<file path="src/utf8d_pkg.sv">
// ----------------------------------------------------------------------------
// UTF-8 decoder package
// Shared types and constants for the streaming UTF-8 decoder.
// ----------------------------------------------------------------------------
`timescale 1ns / 1ps

package utf8d_pkg;

  localparam int unsigned CpWidth    = 21;
  localparam int unsigned OutCntW    = 16;
  localparam int unsigned QueueDepth = 2;

  localparam logic [CpWidth-1:0] MinTwoByte   = 21'h000080;
  localparam logic [CpWidth-1:0] MinThreeByte = 21'h000800;
  localparam logic [CpWidth-1:0] MinFourByte  = 21'h010000;
  localparam logic [CpWidth-1:0] SurrogateLo  = 21'h00D800;
  localparam logic [CpWidth-1:0] SurrogateHi  = 21'h00DFFF;
  localparam logic [CpWidth-1:0] MaxScalar    = 21'h10FFFF;

  typedef enum logic [2:0] {
    CLS_ASCII,
    CLS_LEAD2,
    CLS_LEAD3,
    CLS_LEAD4,
    CLS_CONT,
    CLS_BAD
  } byte_cls_e;

  typedef struct packed {
    byte_cls_e  cls;
    logic [6:0] data;
    logic       last;
  } beat_t;

  typedef struct packed {
    logic [CpWidth-1:0] code_point;
    logic               has_code_point;
    logic               status;
    logic               end_of_message;
    logic [OutCntW-1:0] decoded_count;
  } result_t;

endpackage

</file>
<file path="src/utf8d_front.sv">
// ----------------------------------------------------------------------------
// UTF-8 decoder front end
// Accepts input bytes and registers them with their byte class.
// ----------------------------------------------------------------------------
`timescale 1ns / 1ps

module utf8d_front import utf8d_pkg::*; (
  input  logic       clk_i,
  input  logic       rst_ni,
  input  logic       in_valid_i,
  output logic       in_ready_o,
  input  logic [7:0] in_byte_i,
  input  logic       last_byte_i,
  output beat_t      beat_o,
  output logic       beat_valid_o,
  input  logic       beat_ready_i
);

  logic  vld_q;
  beat_t beat_q, beat_d;

  assign in_ready_o   = !vld_q || beat_ready_i;
  assign beat_o       = beat_q;
  assign beat_valid_o = vld_q;

  always_comb begin
    beat_d.data = in_byte_i[6:0];
    beat_d.last = last_byte_i;
    if (!in_byte_i[7]) begin
      beat_d.cls = CLS_ASCII;
    end else if (in_byte_i[7:6] == 2'b10) begin
      beat_d.cls = CLS_CONT;
    end else if (in_byte_i[7:5] == 3'b110) begin
      beat_d.cls = CLS_LEAD2;
    end else if (in_byte_i[7:4] == 4'b1110) begin
      beat_d.cls = CLS_LEAD3;
    end else if (in_byte_i[7:3] == 5'b11110) begin
      beat_d.cls = CLS_LEAD4;
    end else begin
      beat_d.cls = CLS_BAD;
    end
  end

  always_ff @(posedge clk_i or negedge rst_ni) begin
    if (!rst_ni) begin
      vld_q <= 1'b0;
    end else if (in_ready_o) begin
      vld_q <= in_valid_i;
    end
  end

  always_ff @(posedge clk_i) begin
    if (in_ready_o && in_valid_i) begin
      beat_q <= beat_d;
    end
  end

endmodule

</file>
<file path="src/utf8d_fifo.sv">
// ----------------------------------------------------------------------------
// UTF-8 decoder beat queue
// Short queue of classified beats between front end and decode stage.
// ----------------------------------------------------------------------------
`timescale 1ns / 1ps

module utf8d_fifo import utf8d_pkg::*; (
  input  logic  clk_i,
  input  logic  rst_ni,
  input  logic  push_valid_i,
  output logic  push_ready_o,
  input  beat_t data_i,
  output logic  pop_valid_o,
  input  logic  pop_ready_i,
  output beat_t data_o
);

  localparam int unsigned PtrW = (QueueDepth > 1) ? $clog2(QueueDepth) : 1;
  localparam int unsigned CntW = $clog2(QueueDepth + 1);
  localparam logic [PtrW-1:0] LastPtr = PtrW'(QueueDepth - 1);
  localparam logic [CntW-1:0] FullCnt = CntW'(QueueDepth);

  beat_t           mem_q [QueueDepth];
  logic [PtrW-1:0] wr_ptr_q, rd_ptr_q;
  logic [CntW-1:0] cnt_q;
  logic            do_push, do_pop;

  assign push_ready_o = (cnt_q != FullCnt);
  assign pop_valid_o  = (cnt_q != '0);
  assign data_o       = mem_q[rd_ptr_q];
  assign do_push      = push_valid_i && push_ready_o;
  assign do_pop       = pop_valid_o && pop_ready_i;

  always_ff @(posedge clk_i or negedge rst_ni) begin
    if (!rst_ni) begin
      wr_ptr_q <= '0;
      rd_ptr_q <= '0;
      cnt_q    <= '0;
    end else begin
      if (do_push) begin
        wr_ptr_q <= (wr_ptr_q == LastPtr) ? '0 : wr_ptr_q + 1'b1;
      end
      if (do_pop) begin
        rd_ptr_q <= (rd_ptr_q == LastPtr) ? '0 : rd_ptr_q + 1'b1;
      end
      if (do_push && !do_pop) begin
        cnt_q <= cnt_q + 1'b1;
      end else if (do_pop && !do_push) begin
        cnt_q <= cnt_q - 1'b1;
      end
    end
  end

  always_ff @(posedge clk_i) begin
    if (do_push) begin
      mem_q[wr_ptr_q] <= data_i;
    end
  end

endmodule

</file>
<file path="src/utf8d_back.sv">
// ----------------------------------------------------------------------------
// UTF-8 decoder back end
// Sequence assembly, validity checks, counting and the result register.
// ----------------------------------------------------------------------------
`timescale 1ns / 1ps

module utf8d_back import utf8d_pkg::*; #(
  parameter int unsigned COUNT_WIDTH = 16
) (
  input  logic    clk_i,
  input  logic    rst_ni,
  input  beat_t   beat_i,
  input  logic    beat_valid_i,
  output logic    beat_ready_o,
  output result_t result_o,
  output logic    empty_o,
  input  logic    pop_i
);

  logic [CpWidth-1:0]     partial_q, partial_d;
  logic [1:0]             rem_q, rem_d;
  logic [1:0]             len_q, len_d;
  logic                   err_q, err_d;
  logic [COUNT_WIDTH-1:0] cnt_q, cnt_d;
  logic                   out_vld_q, out_vld_d;
  result_t                res_q, res_d;

  logic               take, done, ok;
  logic [CpWidth-1:0] cp, v;

  assign take         = beat_valid_i && (!out_vld_q || pop_i);
  assign beat_ready_o = take;
  assign result_o     = res_q;
  assign empty_o      = !out_vld_q;

  assign v = {partial_q[CpWidth-7:0], beat_i.data[5:0]};

  always_comb begin
    case (len_q)
      2'd1:    ok = (v >= MinTwoByte);
      2'd2:    ok = (v >= MinThreeByte) && !((v >= SurrogateLo) && (v <= SurrogateHi));
      default: ok = (v >= MinFourByte) && (v <= MaxScalar);
    endcase
  end

  always_comb begin
    partial_d = partial_q;
    rem_d     = rem_q;
    len_d     = len_q;
    err_d     = err_q;
    cnt_d     = cnt_q;
    res_d     = res_q;
    out_vld_d = out_vld_q && !pop_i;
    done      = 1'b0;
    cp        = '0;
    if (take) begin
      if (!err_q) begin
        if (rem_q == 2'd0) begin
          case (beat_i.cls)
            CLS_ASCII: begin
              cp   = CpWidth'(beat_i.data);
              done = 1'b1;
            end
            CLS_LEAD2: begin
              partial_d = CpWidth'(beat_i.data[4:0]);
              rem_d     = 2'd1;
              len_d     = 2'd1;
            end
            CLS_LEAD3: begin
              partial_d = CpWidth'(beat_i.data[3:0]);
              rem_d     = 2'd2;
              len_d     = 2'd2;
            end
            CLS_LEAD4: begin
              partial_d = CpWidth'(beat_i.data[2:0]);
              rem_d     = 2'd3;
              len_d     = 2'd3;
            end
            default: begin
              err_d     = 1'b1;
              partial_d = '0;
              rem_d     = 2'd0;
              len_d     = 2'd0;
            end
          endcase
        end else if (beat_i.cls != CLS_CONT) begin
          err_d     = 1'b1;
          partial_d = '0;
          rem_d     = 2'd0;
          len_d     = 2'd0;
        end else begin
          partial_d = v;
          rem_d     = rem_q - 2'd1;
          if (rem_q == 2'd1) begin
            if (ok) begin
              cp   = v;
              done = 1'b1;
            end else begin
              err_d = 1'b1;
            end
            partial_d = '0;
            len_d     = 2'd0;
          end
        end
      end
      if (done && (cnt_q != '1)) begin
        cnt_d = cnt_q + 1'b1;
      end
      if (beat_i.last && !err_d && (rem_d != 2'd0)) begin
        err_d     = 1'b1;
        partial_d = '0;
        rem_d     = 2'd0;
        len_d     = 2'd0;
      end
      if (done || beat_i.last) begin
        out_vld_d            = 1'b1;
        res_d.code_point     = err_d ? '0 : cp;
        res_d.has_code_point = done && !err_d;
        res_d.status         = err_d;
        res_d.end_of_message = beat_i.last;
        res_d.decoded_count  = OutCntW'(cnt_d);
      end
      if (beat_i.last) begin
        partial_d = '0;
        rem_d     = 2'd0;
        len_d     = 2'd0;
        err_d     = 1'b0;
        cnt_d     = '0;
      end
    end
  end

  always_ff @(posedge clk_i or negedge rst_ni) begin
    if (!rst_ni) begin
      partial_q <= '0;
      rem_q     <= 2'd0;
      len_q     <= 2'd0;
      err_q     <= 1'b0;
      cnt_q     <= '0;
      out_vld_q <= 1'b0;
    end else begin
      partial_q <= partial_d;
      rem_q     <= rem_d;
      len_q     <= len_d;
      err_q     <= err_d;
      cnt_q     <= cnt_d;
      out_vld_q <= out_vld_d;
    end
  end

  always_ff @(posedge clk_i) begin
    res_q <= res_d;
  end

  a_cp_only_when_ok: assert property (@(posedge clk_i) disable iff (!rst_ni)
    out_vld_q && res_q.has_code_point |-> !res_q.status)
    else $error("code point flagged on a failed message");

  a_err_zero_cp: assert property (@(posedge clk_i) disable iff (!rst_ni)
    out_vld_q && res_q.status |-> (res_q.code_point == '0))
    else $error("non-zero code point on error result");

  a_rem_le_len: assert property (@(posedge clk_i) disable iff (!rst_ni)
    rem_q <= len_q)
    else $error("remaining continuation count exceeds sequence length");

  a_err_no_partial: assert property (@(posedge clk_i) disable iff (!rst_ni)
    err_q |-> (rem_q == 2'd0) && (partial_q == '0))
    else $error("sequence state left over after error");

  a_result_held: assert property (@(posedge clk_i) disable iff (!rst_ni)
    out_vld_q && !pop_i |=> out_vld_q && $stable(res_q))
    else $error("stalled result changed");

endmodule

</file>
<file path="src/utf8_stream_decoder.sv">
// ----------------------------------------------------------------------------
// UTF-8 stream decoder
// Validating decoder of byte messages into Unicode scalar values.
// ----------------------------------------------------------------------------
// Input channel: one message byte per beat on in_byte_i, last_byte_i marks the
// final byte. A beat is taken on a rising edge with push high and full low.
// Result channel: while empty is low the oldest result sits on the result
// ports; it is taken on a rising edge with pop high. A result is given for
// each completed code point and always one for the last byte of a message,
// with end_of_message_o set and status_o reporting invalid UTF-8. After an
// error, bytes up to the last byte give no result.
// A result reaches the result ports through the front register, the beat
// queue and the result register, in that order. Throughput is one byte per
// cycle while pop keeps the result register draining.
// When pop is held low the result register holds, the back end stops and the
// two-entry beat queue and front register fill; full rises once all three
// are occupied. Reset clears all message state and empties every stage.
// ----------------------------------------------------------------------------
`timescale 1ns / 1ps

module utf8_stream_decoder import utf8d_pkg::*; #(
  parameter int unsigned COUNT_WIDTH = 16
) (
  input  logic               clk_i,
  input  logic               rst_ni,
  input  logic               push,
  output logic               full,
  input  logic [7:0]         in_byte_i,
  input  logic               last_byte_i,
  output logic               empty,
  input  logic               pop,
  output logic [CpWidth-1:0] code_point_o,
  output logic               has_code_point_o,
  output logic               status_o,
  output logic               end_of_message_o,
  output logic [OutCntW-1:0] decoded_count_o
);

  logic    in_ready;
  beat_t   fr_beat, q_beat;
  logic    fr_valid, fr_ready, q_valid, q_ready;
  result_t res;

  assign full = !in_ready;

  utf8d_front u_front (
    .clk_i        (clk_i),
    .rst_ni       (rst_ni),
    .in_valid_i   (push),
    .in_ready_o   (in_ready),
    .in_byte_i    (in_byte_i),
    .last_byte_i  (last_byte_i),
    .beat_o       (fr_beat),
    .beat_valid_o (fr_valid),
    .beat_ready_i (fr_ready)
  );

  utf8d_fifo u_fifo (
    .clk_i        (clk_i),
    .rst_ni       (rst_ni),
    .push_valid_i (fr_valid),
    .push_ready_o (fr_ready),
    .data_i       (fr_beat),
    .pop_valid_o  (q_valid),
    .pop_ready_i  (q_ready),
    .data_o       (q_beat)
  );

  utf8d_back #(
    .COUNT_WIDTH (COUNT_WIDTH)
  ) u_back (
    .clk_i        (clk_i),
    .rst_ni       (rst_ni),
    .beat_i       (q_beat),
    .beat_valid_i (q_valid),
    .beat_ready_o (q_ready),
    .result_o     (res),
    .empty_o      (empty),
    .pop_i        (pop)
  );

  assign code_point_o     = res.code_point;
  assign has_code_point_o = res.has_code_point;
  assign status_o         = res.status;
  assign end_of_message_o = res.end_of_message;
  assign decoded_count_o  = res.decoded_count;

endmodule

</file>
<file path="config.mk">
export PLATFORM = sky130hd
export DESIGN_NAME = utf8_stream_decoder
export DESIGN_NICKNAME = d
export VERILOG_FILES = /design/src/utf8d_pkg.sv /design/src/utf8d_front.sv /design/src/utf8d_fifo.sv /design/src/utf8d_back.sv /design/src/utf8_stream_decoder.sv
export SDC_FILE = /design/constraint.sdc
export NUM_CORES = 1
export LEC_CHECK = 0
export ABC_CLOCK_PERIOD_IN_PS = 10100
export BUFFER_PORTS_ARGS = -buffer_cell sky130_fd_sc_hd__buf_2
export CAP_MARGIN = 20
export CORE_MARGIN = 3
export CORE_UTILIZATION = 50
export CTS_BUF_LIST = sky130_fd_sc_hd__clkbuf_2 sky130_fd_sc_hd__clkbuf_4 sky130_fd_sc_hd__clkbuf_8
export DETAILED_ROUTE_END_ITERATION = 6
export PLACE_DENSITY = 0.69
export SLEW_MARGIN = 20
export SYNTH_ARGS = -nofsm -noshare
export SYNTH_HDL_FRONTEND = slang
export SYNTH_SLANG_ARGS = --single-unit
</file>
<file path="constraint.sdc">
create_clock -name clk_i -period 10.1 [get_ports clk_i]
set_input_delay 0.505 -clock clk_i [delete_from_list [all_inputs] [get_ports clk_i]]
set_output_delay 0.505 -clock clk_i [all_outputs]
set_load 0.005 [all_outputs]
</file>
==> impl_metrics.ini <==
[outcome]
status = finished clean

[floorplanning]
core_area_sq_um = 10000
io_pins = 55
start_util = 0.5263
die_h_microns = 108.6
rows = 36
die_w_microns = 108.6
dieArea_sq_um = 11790

[synth]
synth-edff-count = 73
synth_top_cell_area_share = 0.4165
yosys.area.top_type = edfxtp_1
synthesis.area_sq_um = 5263
yosys_warnings = 0
synth_cell_type_count = 61
synthArstFlopShare = 0.3652
synthCells = 426
synth_ff_type = edfxtp_1
syn_avg_cell_area_sq_um = 12.35
netlist_top_cells_area = edfxtp_1, dfrtp_1, and3_1
synthesis.nets = 445
synth-seq-area-share = 0.6163
ys_ff_latch = 115

[power]
p_sw_uw = 642.7
p_clk_frac = 0.253
power_density_nw_per_um2 = 292.2
peakVddDrop_uv = 161.6
combinationalPowerShare = 0.306
p_int_uw = 1129
p_sw_frac = 0.3627
cellLeakagePower_uw = 0.002532
pwr-share-seq = 0.440

[place]
hpwl_microns = 7056
place_area_sq_um = 5628
port_buffers = 54
globalplace.congestion = 0.9375

[sta]
worstMarginPinSlew_ps = 902.9
hold_viol_final = 0
relSlewSlack = 0.3958
setup_violations = 0
timing.final.crit_period_ps = 3154
maxSlewViolCount = 0
fmax_mhz = 317.1
rsz0062_at_grt = false
fin_crit_sh = 0.3123
fin_skew_ps = 12.88
tns_ps = 0

[cts]
cts_hold_buf = 0
cts_tree = yes
ctsRootBufferMaster = clkbuf_8
worst_skew_pair.late_latency_ps = 440
clockBufferDepth = 2
post-cts-setup-buffers = 0
cts_buffers = 17
cts.clk_slew.worst_paths_ps = 80
cts_sinks = 115
ctsResizeCount = 0
htree_num_levels = 4

[routing]
route.met2.wl_microns = 5059
antenna_left = 0
highest_layer = met4
dr.pass1.iters = 4
drt_iter0_drc = 233
viasPerCell = 5.799
vias = 3636
drc = 0
wirelength_microns = 10660
wl_per_cell_microns = 17.00
dr_wl_met3_microns = 730
wl_met1_microns = 4646

[run]
cap_violations = 0

[global_routing]
grt_pass1_wl_microns = 17570
grt_usage = 0.1947
grt_start_max_net_pins = 43
antenna_found_initial = 0
overflow = 0
first_global_vias = 3614

[critical_path]
crit_required_ps = 10190
cp_max_fo = 32
crit_type = flip-flop to flip-flop
end_kind = flip-flop
arrival_ps = 3250
start_kind = flip-flop

[layout]
drive_above_1_share = 0.2186
postLayoutCellArea_sq_um = 6063
diodes = 0
nFillCells = 797
area_growth_pct = 15.22
fin_nets = 500

[min_path]
hold_class = input port to asynchronous set/reset pin
[power groups by stage]
stage                     Clock [uW]  Sequential (uW)  Combinational (uW)
final                            449              780                 543
after global routing             477              798                 598
after CTS                        456              781                 542
after detailed placement           0              790                 538
after global placement             0              781                 524
after floorplan                    0              766                 375
[worst max-delay path, cell delays in order, from the launching register on]
cell	delay, ps
dfrtp_1	840
mux2_2	470
nor2_1	190
a31o_2	180
o211ai_2	250
a21oi_4	400
buf_4	460
[layout make-up]
type / count / area [sq um] / share of cell area
inverter: 15 / 56.30 / 0.009286
multi-input combinational: 275 / 1877 / 0.3095
clock buffer: 17 / 234.0 / 0.03859
sequential: 115 / 3243 / 0.5349
timing repair buffer: 57 / 302.8 / 0.04994
clock inverter: 15 / 183.9 / 0.03033
tap: 133 / 166.4 / 0.02745
[path summary, 6_finish.rpt]
kind	start	endpoint	slack [ps]	cells past startpoint
worst max-delay path	u_fifo.rd_ptr_q	u_back.result_o[4]	6950	6
worst min-delay path	rst_ni	u_fifo.cnt_q[0]	60	1
worst max register to register	u_fifo.rd_ptr_q	u_back.result_o[4]	6950	6
worst min register to register	u_front.beat_o[2]	u_fifo.mem_q[0][2]	440	0
max in group asynchronous	rst_ni	u_back.partial_q[6]	9640	1
min in group clk_i	last_byte_i	u_front.beat_o[0]	230	1
[per-layer routing]
| layer | track usage | vias to the layer above |
|---|---|---|
| li1 | - | 1733 |
| met1 | 0.2516 | 1769 |
| met2 | 0.3058 | 115 |
| met3 | 0.05254 | 19 |
| met4 | 0.09288 | 0 |
| met5 | 0 | - |
[layout by cell type (no fill, tap or decap), types with 5 or more instances in the layout]
master,count
a22o_1,13
o211ai_1,7
clkinv_4,5
nand2_1,37
xor2_1,6
o311ai_0,5
buf_2,53
mux2_2,6
edfxtp_1,73
and3_1,24
xnor2_1,13
and4_1,5
nand2b_1,6
nor3_1,8
nand4_1,9
ha_1,6
clkbuf_8,17
nand3_1,20
inv_1,13
a21oi_1,11
dfrtp_1,42
mux2i_1,10
nor2_1,26
o21ai_0,7
[through the flow]
stage                     instances  utilization  hold slack [ps]  worst slack, ps  total power, uW
after floorplan                 426            -            209.4             6090             1140
after global placement          594       0.5628            423.6             6794             1305
after detailed placement        594       0.5628            435.3             6622             1328
after CTS                       626       0.6046            215.9             6597             1778
after global routing            627       0.6064            88.30             6632             1874
final                           627       0.6064            60.10             6946             1772
[cells by family (layout without fill, tap and decap cells)]
logic type / Yosys count / after routing / synth area share
buffers and inverters: 36 / 104 / 0.02925
XOR/XNOR: 19 / 19 / 0.03162
flip-flops: 115 / 115 / 0.6163
adder cells (fa/ha/maj): 6 / 6 / 0.01426
AND/OR/NAND/NOR: 156 / 156 / 0.1614
AO/OA/AOI/OAI: 77 / 77 / 0.1125
multiplexers: 17 / 17 / 0.03471
[cell usage after synthesis, drive strengths merged (3+ instances only)]
| library cell | instances |
|---|---|
| and2 | 3 |
| nor3 | 8 |
| a32o | 3 |
| edfxtp | 73 |
| nor2 | 26 |
| ha | 6 |
| mux2i | 10 |
| xnor2 | 13 |
| nor4 | 6 |
| o31ai | 3 |
| inv | 13 |
| mux2 | 7 |
| nand2b | 6 |
| a31oi | 3 |
| buf | 8 |
| nand2 | 37 |
| o211ai | 8 |
| nand4 | 9 |
| a31o | 3 |
| o311ai | 5 |
| nand3 | 20 |
| xor2 | 6 |
| a21oi | 12 |
| o21ai | 7 |
| dfrtp | 42 |
| and3 | 24 |
| or4 | 4 |
| and4 | 5 |
| clkbuf | 13 |
| a22o | 13 |
[flip-flops by register name, summed over array words and instances, names as in the netlist]
signal	cells
u_back.rem_q	2
u_back.len_q	2
u_fifo.mem_q	22
u_front.beat_valid_o	1
u_fifo.cnt_q	2
u_front.beat_o	11
u_fifo.wr_ptr_q	1
u_back.err_q	1
u_back.result_o	40
u_back.partial_q	15
u_fifo.rd_ptr_q	1
u_back.out_vld_q	1
u_back.cnt_q	16
Power figures use the tool's default switching activity.
